==> src/rtl/bcg_pkg.sv <==
`timescale 1ns / 1ps
// shared types, constants and helper functions for the byte/chunk gearbox
// no dependencies; imported by every module of the block

package bcg_pkg;

   // byte width and working accumulator width (held bits plus one byte)
   localparam int BYTE_BITS = 8;
   localparam int ACC_W     = 2 * BYTE_BITS - 1;
   localparam int CNT_W     = 4;

   // configuration port
   localparam int CSR_INDEX_W = 2;
   localparam int CSR_DATA_W  = 4;
   localparam logic [CSR_INDEX_W-1:0] CSR_CHUNK_BITS = 2'd0;
   localparam logic [CSR_INDEX_W-1:0] CSR_DIRECTION  = 2'd1;

   // reset values of the registers
   localparam logic [CNT_W-1:0] CHUNK_BITS_RESET = 4'd2;
   localparam logic             DIR_UNPACK       = 1'b0;
   localparam logic             DIR_PACK         = 1'b1;

   // input item kinds
   localparam logic KIND_DATA  = 1'b0;
   localparam logic KIND_FLUSH = 1'b1;

   // default depth of the command queue between front and back
   localparam int QUEUE_DEPTH = 2;

   typedef struct packed {
      logic       kind;
      logic [7:0] value;
   } req_type;

   typedef struct packed {
      logic [7:0] value_res;
      logic       last;
   } rsp_type;

   typedef enum logic [1:0] {
      OP_UNPACK,
      OP_PACK,
      OP_FLUSH
   } op_type;

   // classified command handed from front to back
   typedef struct packed {
      op_type           op;
      logic [CNT_W-1:0] k;
      logic [7:0]       value;
   } cmd_type;

   // chunk size as used: zero acts as one, above a byte acts as a byte
   function automatic logic [CNT_W-1:0] eff_chunk(input logic [CNT_W-1:0] raw);
      logic [CNT_W-1:0] k;
      if (raw == '0) begin
         k = CNT_W'(1);
      end else if (raw > CNT_W'(BYTE_BITS)) begin
         k = CNT_W'(BYTE_BITS);
      end else begin
         k = raw;
      end
      return k;
   endfunction

   // mask of the low k bits of a byte, k from 1 to 8
   function automatic logic [BYTE_BITS-1:0] chunk_mask(input logic [CNT_W-1:0] k);
      logic [BYTE_BITS:0] ones;
      ones = (BYTE_BITS+1)'(1) << k;
      return BYTE_BITS'(ones - (BYTE_BITS+1)'(1));
   endfunction

endpackage

==> src/rtl/bcg_front.sv <==
`timescale 1ns / 1ps
// front end: configuration registers, input handshake and item classification
// depends on bcg_pkg

module bcg_front
   import bcg_pkg::*;
(
   input  logic                   clock,
   input  logic                   reset,
   input  logic                   req_valid,
   output logic                   req_ready,
   input  req_type                req_data,
   input  logic                   csr_we,
   input  logic [CSR_INDEX_W-1:0] csr_index,
   input  logic [CSR_DATA_W-1:0]  csr_wdata,
   input  logic                   queue_full,
   output logic                   push,
   output cmd_type                push_data,
   output logic                   cfg_clear
);

   logic [CNT_W-1:0] chunk_bits_ff, chunk_bits_in;
   logic             direction_ff, direction_in;
   logic [CNT_W-1:0] k;

   // register writes
   always_comb begin
      chunk_bits_in = chunk_bits_ff;
      direction_in  = direction_ff;
      cfg_clear     = 1'b0;
      if (csr_we) begin
         if (csr_index == CSR_CHUNK_BITS) begin
            chunk_bits_in = csr_wdata[CNT_W-1:0];
            cfg_clear     = 1'b1;
         end else if (csr_index == CSR_DIRECTION) begin
            direction_in = csr_wdata[0];
            cfg_clear    = 1'b1;
         end
      end
   end

   always_ff @(posedge clock) begin
      if (reset) begin
         chunk_bits_ff <= CHUNK_BITS_RESET;
         direction_ff  <= DIR_UNPACK;
      end else begin
         chunk_bits_ff <= chunk_bits_in;
         direction_ff  <= direction_in;
      end
   end

   // accept while the queue has room
   assign req_ready = !queue_full;
   assign push      = req_valid && req_ready;
   assign k         = eff_chunk(chunk_bits_ff);

   // classify the item into a command for the back end
   always_comb begin
      push_data.k     = k;
      push_data.value = req_data.value;
      if (req_data.kind == KIND_FLUSH) begin
         push_data.op = OP_FLUSH;
      end else if (direction_ff == DIR_PACK) begin
         push_data.op    = OP_PACK;
         push_data.value = req_data.value & chunk_mask(k);
      end else begin
         push_data.op = OP_UNPACK;
      end
   end

endmodule

==> src/rtl/bcg_queue.sv <==
`timescale 1ns / 1ps
// small command queue between front and back end
// depends on bcg_pkg for the command type

module bcg_queue
   import bcg_pkg::*;
#(
   parameter int DEPTH = QUEUE_DEPTH
) (
   input  logic    clock,
   input  logic    reset,
   input  logic    push,
   input  cmd_type push_data,
   input  logic    pop,
   output logic    head_valid,
   output cmd_type head_data,
   output logic    full
);

   localparam int PTR_W   = (DEPTH > 1) ? $clog2(DEPTH) : 1;
   localparam int COUNT_W = $clog2(DEPTH + 1);

   cmd_type              entry_ff [DEPTH];
   logic [PTR_W-1:0]     wr_ptr_ff, wr_ptr_in;
   logic [PTR_W-1:0]     rd_ptr_ff, rd_ptr_in;
   logic [COUNT_W-1:0]   count_ff, count_in;

   assign head_valid = (count_ff != '0);
   assign full       = (count_ff == COUNT_W'(DEPTH));
   assign head_data  = entry_ff[rd_ptr_ff];

   // pointer and fill count update with wrap at the last entry
   always_comb begin
      wr_ptr_in = wr_ptr_ff;
      rd_ptr_in = rd_ptr_ff;
      count_in  = count_ff;
      if (push) begin
         wr_ptr_in = (wr_ptr_ff == PTR_W'(DEPTH - 1)) ? '0 : wr_ptr_ff + PTR_W'(1);
      end
      if (pop) begin
         rd_ptr_in = (rd_ptr_ff == PTR_W'(DEPTH - 1)) ? '0 : rd_ptr_ff + PTR_W'(1);
      end
      if (push && !pop) begin
         count_in = count_ff + COUNT_W'(1);
      end else if (pop && !push) begin
         count_in = count_ff - COUNT_W'(1);
      end
   end

   always_ff @(posedge clock) begin
      if (reset) begin
         wr_ptr_ff <= '0;
         rd_ptr_ff <= '0;
         count_ff  <= '0;
      end else begin
         wr_ptr_ff <= wr_ptr_in;
         rd_ptr_ff <= rd_ptr_in;
         count_ff  <= count_in;
      end
   end

   // entry storage
   always_ff @(posedge clock) begin
      if (push) begin
         entry_ff[wr_ptr_ff] <= push_data;
      end
   end

   a_count_bound: assert property (@(posedge clock) disable iff (reset)
      count_ff <= COUNT_W'(DEPTH))
      else $error("queue fill count above depth");

   a_count_up: assert property (@(posedge clock) disable iff (reset)
      (push && !pop) |=> (count_ff == $past(count_ff) + COUNT_W'(1)))
      else $error("queue count did not grow on push");

   a_no_overflow: assert property (@(posedge clock) disable iff (reset)
      full |-> !push)
      else $error("push into a full queue");

endmodule

==> src/rtl/bcg_back.sv <==
`timescale 1ns / 1ps
// back end: holds leftover bits, emits chunks or bytes through an output register
// depends on bcg_pkg

module bcg_back
   import bcg_pkg::*;
(
   input  logic    clock,
   input  logic    reset,
   input  logic    cfg_clear,
   input  logic    head_valid,
   input  cmd_type head_data,
   output logic    pop,
   output logic    rsp_valid,
   input  logic    rsp_ready,
   output rsp_type rsp_data
);

   logic [ACC_W-1:0]  acc_ff, acc_in;
   logic [CNT_W-1:0]  cnt_ff, cnt_in;
   logic [CNT_W-1:0]  k_ff, k_in;
   logic              active_ff, active_in;
   logic              rsp_valid_ff, rsp_valid_in;
   rsp_type           rsp_data_ff, rsp_data_in;

   logic              out_free;
   logic              load;
   logic [ACC_W-1:0]  merged;
   logic [CNT_W-1:0]  total;
   logic [CNT_W-1:0]  remain;
   logic [CNT_W-1:0]  cur_k;

   assign out_free = !rsp_valid_ff || rsp_ready;
   assign cur_k    = active_ff ? k_ff : head_data.k;
   assign merged   = acc_ff | (ACC_W'(head_data.value) << cnt_ff);

   // up to one result per free cycle: continue unpacking, else take a command
   always_comb begin
      acc_in      = acc_ff;
      cnt_in      = cnt_ff;
      k_in        = k_ff;
      active_in   = active_ff;
      pop         = 1'b0;
      load        = 1'b0;
      total       = '0;
      remain      = '0;
      rsp_data_in = rsp_data_ff;
      priority if (cfg_clear) begin
         acc_in    = '0;
         cnt_in    = '0;
         active_in = 1'b0;
      end else if (out_free && active_ff) begin
         remain                = cnt_ff - cur_k;
         load                  = 1'b1;
         rsp_data_in.value_res = acc_ff[BYTE_BITS-1:0] & chunk_mask(cur_k);
         rsp_data_in.last      = (remain < cur_k);
         acc_in                = acc_ff >> cur_k;
         cnt_in                = remain;
         active_in             = !(remain < cur_k);
      end else if (out_free && head_valid) begin
         pop = 1'b1;
         unique case (head_data.op)
            OP_UNPACK: begin
               // first chunk is loaded in the same cycle the byte is taken
               total                 = cnt_ff + CNT_W'(BYTE_BITS);
               remain                = total - cur_k;
               load                  = 1'b1;
               rsp_data_in.value_res = merged[BYTE_BITS-1:0] & chunk_mask(cur_k);
               rsp_data_in.last      = (remain < cur_k);
               acc_in                = merged >> cur_k;
               cnt_in                = remain;
               k_in                  = cur_k;
               active_in             = !(remain < cur_k);
            end
            OP_PACK: begin
               total = cnt_ff + cur_k;
               if (total >= CNT_W'(BYTE_BITS)) begin
                  load                  = 1'b1;
                  rsp_data_in.value_res = merged[BYTE_BITS-1:0];
                  rsp_data_in.last      = 1'b1;
                  acc_in                = merged >> BYTE_BITS;
                  cnt_in                = total - CNT_W'(BYTE_BITS);
               end else begin
                  acc_in = merged;
                  cnt_in = total;
               end
            end
            OP_FLUSH: begin
               if (cnt_ff != '0) begin
                  load                  = 1'b1;
                  rsp_data_in.value_res = acc_ff[BYTE_BITS-1:0];
                  rsp_data_in.last      = 1'b1;
               end
               acc_in = '0;
               cnt_in = '0;
            end
            default: begin
               acc_in = acc_ff;
            end
         endcase
      end else begin
         // stalled or nothing to do: hold
         acc_in = acc_ff;
      end
   end

   // output register valid
   always_comb begin
      if (load) begin
         rsp_valid_in = 1'b1;
      end else if (rsp_ready) begin
         rsp_valid_in = 1'b0;
      end else begin
         rsp_valid_in = rsp_valid_ff;
      end
   end

   always_ff @(posedge clock) begin
      if (reset) begin
         acc_ff       <= '0;
         cnt_ff       <= '0;
         active_ff    <= 1'b0;
         rsp_valid_ff <= 1'b0;
      end else begin
         acc_ff       <= acc_in;
         cnt_ff       <= cnt_in;
         active_ff    <= active_in;
         rsp_valid_ff <= rsp_valid_in;
      end
   end

   // payload registers
   always_ff @(posedge clock) begin
      k_ff        <= k_in;
      rsp_data_ff <= rsp_data_in;
   end

   assign rsp_valid = rsp_valid_ff;
   assign rsp_data  = rsp_data_ff;

   a_active_has_chunk: assert property (@(posedge clock) disable iff (reset)
      active_ff |-> (cnt_ff >= k_ff))
      else $error("unpacking active without a whole chunk left");

   a_idle_below_byte: assert property (@(posedge clock) disable iff (reset)
      !active_ff |-> (cnt_ff < CNT_W'(BYTE_BITS)))
      else $error("held count reached a full byte while idle");

   a_held_clean: assert property (@(posedge clock) disable iff (reset)
      !active_ff |-> ((acc_ff >> cnt_ff) == '0))
      else $error("bits above the held count are not zero");

   a_unpack_emits: assert property (@(posedge clock) disable iff (reset)
      (pop && !cfg_clear && head_data.op == OP_UNPACK) |=> rsp_valid_ff)
      else $error("unpacked byte gave no first chunk");

endmodule

==> src/rtl/byte_chunk_gearbox.sv <==
`timescale 1ns / 1ps
// byte_chunk_gearbox: lsb-first converter between bytes and 1 to 8 bit chunks
// path: an accepted item enters the queue, then its results are registered at the output
// throughput: while the output register is free, unpack gives one chunk per cycle,
//    floor((held + 8) / chunk_bits), at most 8, and pack and flush items go one per cycle
// reset: synchronous, chunk_bits 2, unpack direction, no held bits, queue empty
// depends on bcg_pkg, bcg_front, bcg_queue, bcg_back

module byte_chunk_gearbox
   import bcg_pkg::*;
#(
   parameter int QDEPTH = QUEUE_DEPTH
) (
   input  logic                   clock,
   input  logic                   reset,
   input  logic                   req_valid,
   output logic                   req_ready,
   input  req_type                req_data,
   output logic                   rsp_valid,
   input  logic                   rsp_ready,
   output rsp_type                rsp_data,
   input  logic                   csr_we,
   input  logic [CSR_INDEX_W-1:0] csr_index,
   input  logic [CSR_DATA_W-1:0]  csr_wdata
);

   logic    queue_full;
   logic    push;
   cmd_type push_data;
   logic    cfg_clear;
   logic    pop;
   logic    head_valid;
   cmd_type head_data;

   // front: registers and classification
   bcg_front u_front (
      .clock      (clock),
      .reset      (reset),
      .req_valid  (req_valid),
      .req_ready  (req_ready),
      .req_data   (req_data),
      .csr_we     (csr_we),
      .csr_index  (csr_index),
      .csr_wdata  (csr_wdata),
      .queue_full (queue_full),
      .push       (push),
      .push_data  (push_data),
      .cfg_clear  (cfg_clear)
   );

   // command queue
   bcg_queue #(
      .DEPTH (QDEPTH)
   ) u_queue (
      .clock      (clock),
      .reset      (reset),
      .push       (push),
      .push_data  (push_data),
      .pop        (pop),
      .head_valid (head_valid),
      .head_data  (head_data),
      .full       (queue_full)
   );

   // back: bit accumulator and result register
   bcg_back u_back (
      .clock      (clock),
      .reset      (reset),
      .cfg_clear  (cfg_clear),
      .head_valid (head_valid),
      .head_data  (head_data),
      .pop        (pop),
      .rsp_valid  (rsp_valid),
      .rsp_ready  (rsp_ready),
      .rsp_data   (rsp_data)
   );

endmodule

==> config.mk <==
export PLATFORM = sky130hd
export DESIGN_NAME = byte_chunk_gearbox
export DESIGN_NICKNAME = d
export VERILOG_FILES = /design/src/rtl/bcg_pkg.sv /design/src/rtl/bcg_front.sv /design/src/rtl/bcg_queue.sv /design/src/rtl/bcg_back.sv /design/src/rtl/byte_chunk_gearbox.sv
export SDC_FILE = /design/constraint.sdc
export NUM_CORES = 1
export LEC_CHECK = 0
export ABC_CLOCK_PERIOD_IN_PS = 4950
export BUFFER_PORTS_ARGS = -buffer_cell sky130_fd_sc_hd__clkbuf_2
export CAP_MARGIN = 20
export CORE_MARGIN = 2
export CORE_UTILIZATION = 41
export DETAILED_ROUTE_END_ITERATION = 10
export HOLD_SLACK_MARGIN = 0.06
export PLACE_DENSITY = 0.68
export SYNTH_ARGS = -nofsm -noshare
export SYNTH_HDL_FRONTEND = slang
export SYNTH_HIERARCHICAL = 1
export SYNTH_SLANG_ARGS = --single-unit
==> constraint.sdc <==
create_clock -name clock -period 4.95 [get_ports clock]
set_clock_uncertainty 0.2 [all_clocks]
set_input_delay 0.99 -clock clock [delete_from_list [all_inputs] [get_ports clock]]
set_output_delay 0.99 -clock clock [all_outputs]
set_load 0.005 [all_outputs]
==> impl_results.md <==
* Outcome: complete, no violations
* Final Hold Viols at 0
* Crit Path Class: flip-flop to flip-flop
* Max Cap Viol at 0
* PD cells at between 700 and 800 nW/um^2
* Initial antenna violation count at 0
* Chip Width at around 130 um
* Die Area at approximately 16000 um^2
* Root buffer cell: clkbuf_16
* CP peak stage delay at 0.70 ns
* Via-to-Cell Ratio at roughly 6.6
* Register area share after synthesis at between 30% and 40%
* Finish-stage setup viols at 0
* P_leak at around 2.4 nW
* Seq cells post-synth at between 70 and 80
* Worst slew margin at around two fifths
* Syn Inst Count at 645
* Predominant post-synthesis flop cell: edfxtp_1
* Mapped Avg Cell Area at 9.47 um^2
* Final hold slack at about 0.3 ns
* Slowest-stage cell, CP: dfxtp_1
* CP Launch Type: flip-flop
* Post-route cell area at between 6000 and 7000 um^2
* Synthesized area at just over 6000 um^2
* Fin. max-slew vios at 0
* Vias at between 5000 and 6000
* CP arrival at roughly 4.1 ns
* CP max FO at 30
* Fin crit period at roughly 4 ns
* PortBufs at 30
* GRT met2 Usage at between 30% and 40%
* Vias in the first global route at 5471
* Residual DRC at 0
* Async SR Flop Fraction at 0%
* Row count at between 40 and 50
* WP buf/inv at 1
* Count of cell types in the netlist at 94
* Final WS setup at between 0.9 and 1 ns
* CP top delay family: compound AO/OA/AOI/OAI gates
* CTS Buf Count at 9
* Final wirelength at 20.0 mm
* Peak supply drop at about 0.36 mV
* Ant. Diodes at 0
* GRT met1 Usage at 31.0%
* Post-CTS Setup Bufs at 0
* Area Growth Syn to Fin at 6.72%
* Commonest non-fill, non-tap cell in the layout: nor2_1
* RSZ-0062 raised after global routing: false
* Routability cong. at between 1 and 1.5
* Synth area leaders: edfxtp_1 (20%), dfxtp_1 (10%), mux2i_1 (4.1%)
* Total negative slack at 0 ns
* Worst Path Required at roughly 5 ns
* Most frequent cells in the layout: nor2_1 (53), nand2_1 (50), edfxtp_1 (41), o21ai_0 (40), a21oi_1 (37)
* Ratio of final minimum period to clock period at 81.1%
* Clk sinks at 72
* Largest net degree at the start of global routing at 35
* Final antenna-violating net count at 0
* Worst-path clk slew at 0.07 ns
* Die height at approximately 130 um
* Layout cells sized above 1 at ~20%
* Place WS at ~1 ns
* EDFF count, synth at a little over 40
* Clock Latency Late Sink at between 0.3 and 0.4 ns
* Synth top area share at between 20% and 30%
* Grt met3 use at 5.65%
* H-tree levels at 3
* CTS Hold Bufs at 0
* Syn_nets at a little under 700
* Worst slew pin tran at approximately 0.90 ns
* Critical path, cell by cell: mux2_2, mux2i_2, buf_4, ha_1, nor2_1, a221oi_2, xor2_1, nand2_1, a31oi_1, a21oi_1, a211o_1
* Highest Clock Rate at between 200 and 250 MHz
* CTS Buffer Depth at 2
* GRT Residual Overflow at 0
* CP Capture Type: flip-flop
* First-pass GRT wire length at between 30 and 40 mm
* DRT iter0 DRCs at 636
* GR peak layer: met2
* Core Region at roughly 15000 um^2
* Worst Hold Class: flip-flop to flip-flop
* GRT Resource Usage Total at 25.0%
* CTS tree: built
* Hold path startpoint: u_queue/count_ff[1]$_SDFFE_PP0P_
* Post-DP HPWL at approximately 14 mm
* Top Ports at 31
* Initial Util at 42.0%
* Wirelength per Cell at roughly 24 um
* Nets at 700
* Yosys top cell by area: edfxtp_1
* Placed cell area at ~6200 um^2
* Total iterations of the first detailed-routing run at 5
* CTS resizes at 0
* Yosys warnings at 6
path summary, 6_finish.rpt:
kind | to | slack [ns] | cells past startpoint
max | u_back/acc_ff[0]$_SDFFE_PP0P_ | 0.93 | 11
min reg2reg | u_queue/count_ff[1]$_SDFFE_PP0P_ | 0.30 | 2
max reg2reg | u_back/acc_ff[0]$_SDFFE_PP0P_ | 0.93 | 11
min | u_queue/count_ff[1]$_SDFFE_PP0P_ | 0.30 | 2
flip-flops by register name, indices dropped and copies added (netlist names), named ones only:
name / cells
u_queue/count_ff: 2
u_back/rsp_valid: 1
u_queue/entry_ff: 28
u_front/chunk_bits_ff: 4
u_back/active_ff: 1
u_queue/wr_ptr_ff: 1
u_queue/rd_ptr_ff: 1
u_back/k_ff: 4
u_back/cnt_ff: 4
u_front/direction_ff: 1
u_back/acc_ff: 15
u_back/rsp_data: 9
worst register-to-register path: stages, from the launching register on:
cell	delay, ns
dfxtp_1	0.70
mux2_2	0.41
mux2i_2	0.18
buf_4	0.38
ha_1	0.24
nor2_1	0.07
a221oi_2	0.47
xor2_1	0.54
nand2_1	0.11
a31oi_1	0.25
a21oi_1	0.13
a211o_1	0.24
cell type report:
cell class / instances / area, um^2
clock inverter: 7 / 52.6
inverter: 24 / 90.1
multi-input combinational: 500 / 3760
timing repair buffer: 50 / 304
tap: 184 / 230
sequential: 72 / 1850
clock buffer: 9 / 225
fill: 1446 / 8020
report_power, final:
group / switching (mW) / total [mW] / internal (mW)
registers: 0.256 / 1.10 / 0.843
clock network: 0.277 / 0.620 / 0.344
logic: 2.19 / 3.46 / 1.27
total: 2.73 / 5.18 / 2.46
logic make-up after synthesis:
logic type	synth area share, %
other	0.0614
AND/OR/NAND/NOR	16.3
XOR/XNOR	2.62
buffers and inverters	8.11
flip-flops	30.3
adder cells (fa/ha/maj)	5.20
AO/OA/AOI/OAI	24.3
multiplexers	13.0
metrics by stage:
stage               util (%)  power (mW)  instances
global placement        42.8        4.38        828
floorplan                  -        3.55        645
finish                  44.8        5.18        846
global route            44.8        5.47        846
CTS                     44.7        5.06        844
detailed placement      42.8        4.42        828
synth_stat cells (all sizes together) (16+ instances only):
| master | count |
|---|---|
| a21oi | 38 |
| o21ai | 43 |
| nand3 | 21 |
| buf | 20 |
| mux2i | 28 |
| nor2 | 56 |
| inv | 24 |
| a211oi | 16 |
| clkbuf | 29 |
| mux2 | 23 |
| edfxtp | 41 |
| ha | 19 |
| dfxtp | 31 |
| nand2 | 50 |
layer usage:
layer / vias to the layer above / routed length, um
li1: 2483 / -
met1: 2660 / 7940
met2: 365 / 8970
met3: 81 / 1880
met4: 0 / 1160
met5: - / 0
No activity file was read; power rests on OpenSTA's default activity.
